## config.mk

```make
export PLATFORM = sky130hd
export DESIGN_NAME = keypad_code_lock_top
export DESIGN_NICKNAME = d
export VERILOG_FILES = /design/src/rtl/core/kcl_pkg.sv /design/src/rtl/core/keypad_code_lock_top.sv /design/src/rtl/core/kcl_engine.sv
export SDC_FILE = /design/constraint.sdc
export NUM_CORES = 1
export LEC_CHECK = 0
export BUFFER_PORTS_ARGS = -buffer_cell sky130_fd_sc_hd__buf_2
export CORE_MARGIN = 3
export CORE_UTILIZATION = 40
export CTS_BUF_LIST = sky130_fd_sc_hd__clkbuf_4
export DETAILED_ROUTE_END_ITERATION = 8
export GPL_ROUTABILITY_DRIVEN = 0
export SLEW_MARGIN = 20
export SYNTH_ARGS = -nofsm -noshare
export SYNTH_HDL_FRONTEND = slang
export SYNTH_HIERARCHICAL = 1
export SYNTH_SLANG_ARGS = --single-unit
```

## constraint.sdc

```tcl
create_clock -name aclk -period 4.7 [get_ports aclk]
set_clock_uncertainty 0.2 [all_clocks]
set_input_delay 0.47 -clock aclk [delete_from_list [all_inputs] [get_ports aclk]]
set_output_delay 0.47 -clock aclk [all_outputs]
set_load 0.05 [all_outputs]
```

## src/rtl/core/kcl_pkg.sv

```systemverilog
`default_nettype none

package kcl_pkg;

    // Key codes with a special meaning
    localparam logic [3:0] KEY_STAR = 4'd14;
    localparam logic [3:0] KEY_HASH = 4'd15;

    // Code loaded at reset
    localparam int RESET_CODE_LEN = 4;
    localparam logic [3:0] RESET_CODE [RESET_CODE_LEN] = '{4'd6, 4'd7, 4'd8, 4'd9};

    // Configuration register indexes and reset values
    localparam logic [1:0] CFG_MIN_CODE_LEN = 2'd0;
    localparam logic [1:0] CFG_LOCK_SECOND  = 2'd1;
    localparam logic [1:0] CFG_LOCK_THIRD   = 2'd2;

    localparam logic [3:0]  RST_MIN_CODE_LEN = 4'd4;
    localparam logic [19:0] RST_LOCK_SECOND  = 20'd5000;
    localparam logic [19:0] RST_LOCK_THIRD   = 20'd30000;

    // Result events
    typedef enum logic [3:0] {
        EV_NONE      = 4'd0,
        EV_STORED    = 4'd1,
        EV_FULL      = 4'd2,
        EV_LOCKDROP  = 4'd3,
        EV_OK        = 4'd4,
        EV_WRONG     = 4'd5,
        EV_CHANGE    = 4'd6,
        EV_CANCEL    = 4'd7,
        EV_CUROK     = 4'd8,
        EV_CURWRONG  = 4'd9,
        EV_SAVED     = 4'd10,
        EV_SHORT     = 4'd11,
        EV_UNLOCK    = 4'd12
    } ev_t;

    // Entry phase, one-hot
    typedef enum logic [2:0] {
        PH_NORMAL  = 3'b001,
        PH_CURRENT = 3'b010,
        PH_NEW     = 3'b100
    } phase_t;

    localparam logic [1:0] PHASE_CODE_NORMAL  = 2'd0;
    localparam logic [1:0] PHASE_CODE_CURRENT = 2'd1;
    localparam logic [1:0] PHASE_CODE_NEW     = 2'd2;

    typedef struct packed {
        logic       mode;
        logic [3:0] key_code;
        logic       door_busy;
    } kcl_item_t;

    typedef struct packed {
        logic [3:0]  min_code_len;
        logic [19:0] lock_ms_second_fail;
        logic [19:0] lock_ms_third_fail;
    } kcl_cfg_t;

    typedef struct packed {
        ev_t        event_res;
        logic       open_door;
        logic [1:0] phase;
        logic [3:0] entry_length;
        logic [1:0] failed_count;
        logic       locked_out;
    } kcl_result_t;

    function automatic logic [1:0] phase_code(input phase_t ph);
        logic [1:0] code;
        case (ph)
            PH_CURRENT: code = PHASE_CODE_CURRENT;
            PH_NEW:     code = PHASE_CODE_NEW;
            default:    code = PHASE_CODE_NORMAL;
        endcase
        return code;
    endfunction

endpackage

`default_nettype wire

```

## src/rtl/core/keypad_code_lock_top.sv

```systemverilog
// Keypad code lock.
// Input channel (s_valid/s_ready): one transaction is a key press (s_mode 0,
// s_key_code, s_door_busy) or a one millisecond tick (s_mode 1).
// Result channel (m_valid/m_ready): exactly one result per input transaction,
// in order: event code, door open pulse, entry phase, entry length, failure
// count and lockout flag, all taken after the update.
// Configuration channel (cfg_valid/cfg_ready, always ready): cfg_index 0 sets
// the minimum new code length, 1 and 2 set the lockout lengths in ticks;
// write only while no transaction is in flight.
// Path: an input register, then the lock logic, then the result register.
// Throughput: one transaction per cycle unless the receiver stalls; the lock
// state updates as each transaction advances, so each transaction sees the
// state left by the one before.
// Reset (aresetn low, synchronous): stored code 6789, entry empty, no
// failures, no lockout, configuration at its defaults, both stages empty.
// Receiver stall: the result register holds; one more transaction waits in
// the input register, after which s_ready drops until m_ready returns.
`default_nettype none

module keypad_code_lock_top
    import kcl_pkg::*;
#(
    parameter int MAX_CODE_LEN = 8
) (
    input  wire logic        aclk,
    input  wire logic        aresetn,

    input  wire logic        s_valid,
    output logic             s_ready,
    input  wire logic        s_mode,
    input  wire logic [3:0]  s_key_code,
    input  wire logic        s_door_busy,

    output logic             m_valid,
    input  wire logic        m_ready,
    output logic [3:0]       m_event_res,
    output logic             m_open_door,
    output logic [1:0]       m_phase,
    output logic [3:0]       m_entry_length,
    output logic [1:0]       m_failed_count,
    output logic             m_locked_out,

    input  wire logic        cfg_valid,
    output logic             cfg_ready,
    input  wire logic [1:0]  cfg_index,
    input  wire logic [19:0] cfg_wdata
);

    logic        in_valid_reg;
    kcl_item_t   in_item_reg;
    logic        out_valid_reg;
    kcl_result_t out_res_reg;
    kcl_cfg_t    cfg_reg;
    kcl_result_t step_res;
    logic        advance;

    // Move the held transaction into the result register when there is room
    assign advance = in_valid_reg && (!out_valid_reg || m_ready);
    assign s_ready = !in_valid_reg || advance;

    // Input register
    always_ff @(posedge aclk) begin
        if (!aresetn) begin
            in_valid_reg <= 1'b0;
        end else if (s_ready) begin
            in_valid_reg <= s_valid;
        end
    end

    always_ff @(posedge aclk) begin
        if (s_valid && s_ready) begin
            in_item_reg <= '{mode: s_mode, key_code: s_key_code, door_busy: s_door_busy};
        end
    end

    // Configuration registers
    assign cfg_ready = 1'b1;

    always_ff @(posedge aclk) begin
        if (!aresetn) begin
            cfg_reg.min_code_len        <= RST_MIN_CODE_LEN;
            cfg_reg.lock_ms_second_fail <= RST_LOCK_SECOND;
            cfg_reg.lock_ms_third_fail  <= RST_LOCK_THIRD;
        end else if (cfg_valid && cfg_ready) begin
            case (cfg_index)
                CFG_MIN_CODE_LEN: cfg_reg.min_code_len        <= cfg_wdata[3:0];
                CFG_LOCK_SECOND:  cfg_reg.lock_ms_second_fail <= cfg_wdata;
                CFG_LOCK_THIRD:   cfg_reg.lock_ms_third_fail  <= cfg_wdata;
                default: ;
            endcase
        end
    end

    kcl_engine #(
        .MAX_CODE_LEN(MAX_CODE_LEN)
    ) u_engine (
        .aclk    (aclk),
        .aresetn (aresetn),
        .step_en (advance),
        .item    (in_item_reg),
        .cfg     (cfg_reg),
        .result  (step_res)
    );

    // Result register
    always_ff @(posedge aclk) begin
        if (!aresetn) begin
            out_valid_reg <= 1'b0;
        end else if (advance) begin
            out_valid_reg <= 1'b1;
        end else if (m_ready) begin
            out_valid_reg <= 1'b0;
        end
    end

    always_ff @(posedge aclk) begin
        if (advance) begin
            out_res_reg <= step_res;
        end
    end

    assign m_valid        = out_valid_reg;
    assign m_event_res    = out_res_reg.event_res;
    assign m_open_door    = out_res_reg.open_door;
    assign m_phase        = out_res_reg.phase;
    assign m_entry_length = out_res_reg.entry_length;
    assign m_failed_count = out_res_reg.failed_count;
    assign m_locked_out   = out_res_reg.locked_out;

    // The door only opens on a matching code
    a_open_on_ok: assert property (@(posedge aclk) disable iff (!aresetn)
        (m_valid && m_open_door) |-> (m_event_res == EV_OK))
        else $error("door opened without a matching code");

    // Unlock ends the lockout
    a_unlock_clear: assert property (@(posedge aclk) disable iff (!aresetn)
        (m_valid && (m_event_res == EV_UNLOCK)) |-> !m_locked_out)
        else $error("lockout still set on unlock");

    // A processed transaction always shows up as a result
    a_advance_out: assert property (@(posedge aclk) disable iff (!aresetn)
        advance |=> m_valid)
        else $error("processed transaction lost");

    // Input stalls only behind a full result stage
    a_stall_cause: assert property (@(posedge aclk) disable iff (!aresetn)
        !s_ready |-> (in_valid_reg && out_valid_reg && !m_ready))
        else $error("input stalled without back pressure");

endmodule

`default_nettype wire

```

## src/rtl/core/kcl_engine.sv

```systemverilog
`default_nettype none

module kcl_engine
    import kcl_pkg::*;
#(
    parameter int MAX_CODE_LEN = 8
) (
    input  wire logic        aclk,
    input  wire logic        aresetn,
    input  wire logic        step_en,
    input  wire kcl_item_t   item,
    input  wire kcl_cfg_t    cfg,
    output kcl_result_t      result
);

    localparam int CW = $clog2(MAX_CODE_LEN + 1);
    localparam int IW = $clog2(MAX_CODE_LEN);

    // Lock state
    logic [3:0]    stored_code_reg [MAX_CODE_LEN];
    logic [3:0]    stored_code_next [MAX_CODE_LEN];
    logic [CW-1:0] stored_len_reg, stored_len_next;
    logic [3:0]    entry_reg [MAX_CODE_LEN];
    logic [3:0]    entry_next [MAX_CODE_LEN];
    logic [CW-1:0] count_reg, count_next;
    phase_t        phase_reg, phase_next;
    logic [1:0]    fail_reg, fail_next;
    logic [19:0]   remain_reg, remain_next;

    logic          match;
    logic          len_ok;
    logic [1:0]    fail_inc;
    logic [CW+3:0] count_wide;
    ev_t           ev;
    logic          open_door;

    // Compare entry with the stored code
    always_comb begin
        match = (count_reg == stored_len_reg);
        for (int i = 0; i < MAX_CODE_LEN; i++) begin
            if ((CW'(i) < count_reg) && (entry_reg[i] != stored_code_reg[i])) begin
                match = 1'b0;
            end
        end
    end

    assign len_ok   = ({4'b0, count_reg} >= {{CW{1'b0}}, cfg.min_code_len});
    assign fail_inc = (fail_reg == 2'd3) ? 2'd3 : fail_reg + 2'd1;

    // Next state for one transaction
    always_comb begin
        stored_code_next = stored_code_reg;
        stored_len_next  = stored_len_reg;
        entry_next       = entry_reg;
        count_next       = count_reg;
        phase_next       = phase_reg;
        fail_next        = fail_reg;
        remain_next      = remain_reg;
        ev               = EV_NONE;
        open_door        = 1'b0;

        if (item.mode) begin
            if (remain_reg != 20'd0) begin
                remain_next = remain_reg - 20'd1;
                if (remain_reg == 20'd1) begin
                    ev = EV_UNLOCK;
                end
            end
        end else if (remain_reg != 20'd0) begin
            ev = EV_LOCKDROP;
        end else if (item.key_code == KEY_STAR) begin
            // Star opens a code change, or cancels one in progress
            for (int i = 0; i < MAX_CODE_LEN; i++) entry_next[i] = 4'd0;
            count_next = '0;
            if (phase_reg == PH_NORMAL) begin
                phase_next = PH_CURRENT;
                ev         = EV_CHANGE;
            end else begin
                phase_next = PH_NORMAL;
                ev         = EV_CANCEL;
            end
        end else if (item.key_code == KEY_HASH) begin
            for (int i = 0; i < MAX_CODE_LEN; i++) entry_next[i] = 4'd0;
            count_next = '0;
            case (phase_reg)
                PH_CURRENT: begin
                    if (match) begin
                        phase_next = PH_NEW;
                        ev         = EV_CUROK;
                    end else begin
                        ev = EV_CURWRONG;
                    end
                end
                PH_NEW: begin
                    if (len_ok) begin
                        stored_code_next = entry_reg;
                        stored_len_next  = count_reg;
                        phase_next       = PH_NORMAL;
                        ev               = EV_SAVED;
                    end else begin
                        ev = EV_SHORT;
                    end
                end
                default: begin
                    phase_next = PH_NORMAL;
                    if (match) begin
                        ev        = EV_OK;
                        open_door = ~item.door_busy;
                        fail_next = 2'd0;
                    end else begin
                        ev        = EV_WRONG;
                        fail_next = fail_inc;
                        if (fail_inc == 2'd2) begin
                            remain_next = cfg.lock_ms_second_fail;
                        end else if (fail_inc == 2'd3) begin
                            remain_next = cfg.lock_ms_third_fail;
                        end
                    end
                end
            endcase
        end else begin
            // Store the key, drop it when the buffer is full
            if (count_reg == CW'(MAX_CODE_LEN)) begin
                ev = EV_FULL;
            end else begin
                entry_next[count_reg[IW-1:0]] = item.key_code;
                count_next                    = count_reg + CW'(1);
                ev                            = EV_STORED;
            end
        end
    end

    // Update state on each processed transaction
    always_ff @(posedge aclk) begin
        if (!aresetn) begin
            for (int i = 0; i < RESET_CODE_LEN; i++) begin
                stored_code_reg[i] <= RESET_CODE[i];
            end
            for (int i = RESET_CODE_LEN; i < MAX_CODE_LEN; i++) begin
                stored_code_reg[i] <= 4'd0;
            end
            for (int i = 0; i < MAX_CODE_LEN; i++) begin
                entry_reg[i] <= 4'd0;
            end
            stored_len_reg <= CW'(RESET_CODE_LEN);
            count_reg      <= '0;
            phase_reg      <= PH_NORMAL;
            fail_reg       <= 2'd0;
            remain_reg     <= 20'd0;
        end else if (step_en) begin
            stored_code_reg <= stored_code_next;
            stored_len_reg  <= stored_len_next;
            entry_reg       <= entry_next;
            count_reg       <= count_next;
            phase_reg       <= phase_next;
            fail_reg        <= fail_next;
            remain_reg      <= remain_next;
        end
    end

    assign count_wide = {4'b0, count_next};

    // Result fields reflect the state after the update
    always_comb begin
        result.event_res    = ev;
        result.open_door    = open_door;
        result.phase        = phase_code(phase_next);
        result.entry_length = count_wide[3:0];
        result.failed_count = fail_next;
        result.locked_out   = (remain_next != 20'd0);
    end

endmodule

`default_nettype wire

```

### Word level (Yosys, flattened, before mapping)

Index checks and enable logic that the tools add are counted.

* reductions and logical operators: 26
* mux-type cells: 58
* add/sub/neg operators: 3
* bitwise gates (word level): 7
* order comparisons: 11
* equal/unequal tests: 24

Operators with widths (number)
* 20-bit 2-to-1 mux: 9
* 32-bit 2-to-1 mux: 3
* 4-bit 2-to-1 mux: 12
* 20-bit nonzero test: 2
* 32-bit bitwise mux: 1
* 4-bit != test: 8
* 20-bit by 1-bit equality test with 1-bit output (second input constant): 1
* 20-bit by 1-bit subtractor with 20-bit output (second input constant): 1
* 2-bit 2-to-1 mux: 9
* 3-bit 2-to-1 mux: 6
* 3-bit by 4-bit < comparator with 1-bit output (first input constant): 4
* 1-bit 2-to-1 mux: 14
* 4-bit demux with 3-bit select: 1
* 4-bit equality test (second input constant): 3
* 1-bit logical AND: 11
* 2-bit equality test (second input constant): 4
* 1-bit by 4-bit < comparator with 1-bit output (first input constant): 2
* 2-bit by 4-bit < comparator with 1-bit output (first input constant): 2
* 4-bit case mux with 2 select lines: 1
* 7-bit AND reduction: 1
* 7-bit OR reduction: 1
* 3-bit by 2-bit equality test with 1-bit output (second input constant): 2
* 3-bit equality test (second input constant): 2
* 1-bit inverter: 6
* 19 further kinds: 23

* output and inout bits: 17
* register bits: 163
* bits of input ports: 33

### Depth between registers and ports, before layout

* depth after elaboration: 18
* mapped depth: 12
* mapped depth without buffers: 10

### By module

The synthesis kept the hierarchy.

Modules (own cells, without submodules)
* kcl_engine: cells an instance 708, instances 1, seq. area each 1941.9 µm², area an instance 5386.4 µm²
* keypad_code_lock_top: cells an instance 206, instances 1, seq. area each 1521.5 µm², area an instance 2431.1 µm²

### Least setup slack after synthesis

No wires, ideal clock.

* kind: register to register
* start point: register u_engine.remain_reg[2]
* end point: register out_res_reg, in the netlist m_locked_out, data pin
* period minus slack after synthesis: 3677 ps
* arrival time: 3208 ps
* setup time: 269 ps
* path slack: 1023 ps
* cell stages (with the launch flop): 10
* path buffers: 1
* cells stage by stage: dfxtp_1 > buf_6 > or4_4 > or4_4 > a2111oi_2 > nand2_1 > or4b_1 > or4_1 > nor4_1 > nand3_1

RTL lines
* start, declared: RTL line kcl_engine.sv:28 `logic [19:0] remain_reg, remain_next;`
* start signal, assigned: RTL line kcl_engine.sv:157 `remain_reg <= remain_next;`
* end signal, assigned: RTL line keypad_code_lock_top.sv:118 `out_res_reg <= step_res;`
* end, declared: RTL line keypad_code_lock_top.sv:52 `kcl_result_t out_res_reg;`

==> results.ini <==
[sta]
tns_ps = 0
rsz0062_at_grt = false
setup_ws_ps = 804.5
period_needed_ps = 3896
setup_viol = 0
tightest_slew_ps = 997.8
layout_worst_path_cycle_share_pct = 82.88
drv_slew = 0
hold_viol = 0
max_slew_margin_pct = 33.39
fmax_mhz = 256.7

[critical_path]
cp_data_required_time_ps = 4780
worstSetupPathType = reg2reg
r2r_end = m_locked_out
ff2ff_path_depth = 8
cp.arrival_ps = 3980
crit_chain = or4_4, or4_4, a2111oi_2, nand2_1, or4b_1, or4_1, nor4_1, nand3_1
cp_slowest_cell = or4_4
r2r_slack_ps = 800
r2r-start = u_engine/remain_reg[2]
cpPeakStageDelay_ps = 590
startpoint_type = register
cp-end-kind = register
path_common_cell = or4_4
worstPathMaxFanout = 9

[routing]
via_count = 6731
drtAntennaViolNets = 0
first_iter_violations = 568
wirelength_um = 19700
drtPass1Iterations = 7
wire_per_inst_um = 16.04
drc_errors = 0
routed_via_density = 5.481

[clock_tree]
clkTransAtPathRegs_ps = 140
htree_levels = 4
cts_made_buffers = 17
cts_tree = yes
cts_root_buf = clkbuf_4
clk_latency_ps = 550
cts.sinks = 163
clk_path_buf_depth = 2

[final_layout]
drive_above_1_share_pct = 10.77
largest_reg_flops = 44
fin_area_um2 = 8781
layout_commonest_cell = nand2_1
nFillCells = 1802
utilization_pct = 46.32
layout_common_cells = nand2_1 (163), dfxtp_1 (143), a21oi_1 (56)
fin_cells = 1228
area_delta_synth_final_pct = 12.32
fin_nets = 994

[die]
initial_core_util_pct = 41.24
rows = 50
die_y_um = 145.8
die_width_um = 145.8
boundaryPins = 50
die_area_um2 = 21260
core_area_um2 = 18960

[hold_path]
whs_endpoint = m_valid
min-delay-start = m_ready
min_path_type = in2reg
holdPathStages = 3

[global_routing]
grt_pass1_wl_um = 32440
grt_start_max_net_pins = 61
grt_pass1_vias = 6273
grt_use_total_pct = 18.37
grt_overflow = 0
grt_antenna_before_repair = 1

[synth]
synth_nets = 955
syn_area_um2 = 7817
synthArstFlopShare_pct = 0
synth_cell_types = 64
synth_edf_count = 20
avgSynthCellArea_um2 = 8.553
synthCells = 914
synth_seq_area_share_pct = 44.30
synth-main-ff-cell = dfxtp_1
ys_ff_latch = 163
yosys_warnings = 6

[outcome]
status = finished clean

[placement]
place_inst = 1166
port-buffer-count = 48
dpl.hpwl_um = 13050
pre_cts_slack_ps = 846.9
post_dp_cell_area_um2 = 8199

[run]
maxCapViolations = 0

[power]
p_per_area_nw_per_um2 = 313.0
p_leak_nw = 3.253
ir_drop_mv = 0.1278

==> how the worst max path moves through the flow <==
| stage | from | endpoint | cells past startpoint |
|---|---|---|---|
| 3_5_place_dp | u_engine/remain_reg[2] | m_locked_out | 8 |
| 6_report | u_engine/remain_reg[2] | m_locked_out | 8 |
| 3_3_place_gp | u_engine/remain_reg[2] | m_locked_out | 8 |
| 5_1_grt | u_engine/remain_reg[2] | m_locked_out | 9 |
| 4_1_cts | u_engine/remain_reg[2] | m_locked_out | 8 |
| 2_1_floorplan | u_engine/remain_reg[2] | m_locked_out | 9 |
==> area by class of cell <==
| class | count | area (um^2) | share of cell area [%] |
|---|---|---|---|
| clock buffer | 22 | 165.2 | 1.881 |
| tap | 260 | 325.3 | 3.705 |
| inverter | 21 | 78.83 | 0.8977 |
| multi-input combinational | 662 | 4001 | 45.57 |
| antenna | 2 | 5.005 | 0.05700 |
| timing repair buffer | 88 | 610.6 | 6.954 |
| sequential | 163 | 3463 | 39.44 |
| clock inverter | 10 | 131.4 | 1.496 |
==> where the power goes <==
| group | total (mW) | internal [mW] | leakage (nW) | switching (mW) |
|---|---|---|---|---|
| Combinational | 0.378 | 0.141 | 1.75 | 0.237 |
| Sequential | 1.49 | 1.45 | 1.35 | 0.0416 |
| Clock | 0.880 | 0.396 | 0.158 | 0.484 |
==> through the flow <==
stage / power, mW / hold WS [ps]
2_1_floorplan: 1.779 / 234.8
5_1_grt: 2.874 / 34.11
4_1_cts: 2.769 / 34.54
6_report: 2.749 / 95.14
3_3_place_gp: 1.877 / 244.0
3_5_place_dp: 1.877 / 249.2
==> synth_stat cells, types with 20 or more instances <==
cell      count  area (um^2)
nand2_1     163        611.8
dfxtp_1     143         2863
a21oi_1      56        280.3
clkbuf_1     53        198.9
nor2_1       53        198.9
o21ai_0      42        210.2
mux2i_1      38        380.4
xnor2_1      35        306.5
nor3_1       33        165.2
a22oi_1      32        240.2
nand3_1      23        115.1
edfxtp_1     20        600.6
==> timing repair <==
| item | CTS | global route |
|---|---|---|
| hold buffers | 28 | 0 |
| hold endpoints to repair | 44 | 0 |
| buffers inserted | 0 | 0 |
| gates resized for setup | 0 | 0 |
==> kinds of logic after synthesis <==
logic type                 count (synthesis)  share of synthesized area [%]
AOI/OAI and AO/OA                        209                          17.81
muxes                                     39                          5.010
xor gates and xnor gates                  38                          4.257
buffers and inverters                     89                          4.754
adders and majority gates                  8                          1.280
other                                      1                        0.04797
DFF                                      163                          44.30
and+or+nand+nor                          367                          22.54
==> worst max-delay path: cells and delay by family (launching register included) <==
kind	cells	cell delay, ps
simple gates	7	2640
flops	1	410
compound gates	1	390
==> metal layers <==
layer  vias up  track usage [%]  share of wire, %
met5         -                0                 0
met4         0            4.084              0.80
met3        15            3.581               4.4
met2       174            26.42                43
met1      3180            28.32                52
li1       3362                -                 -
Power figures use the tool's default switching activity.
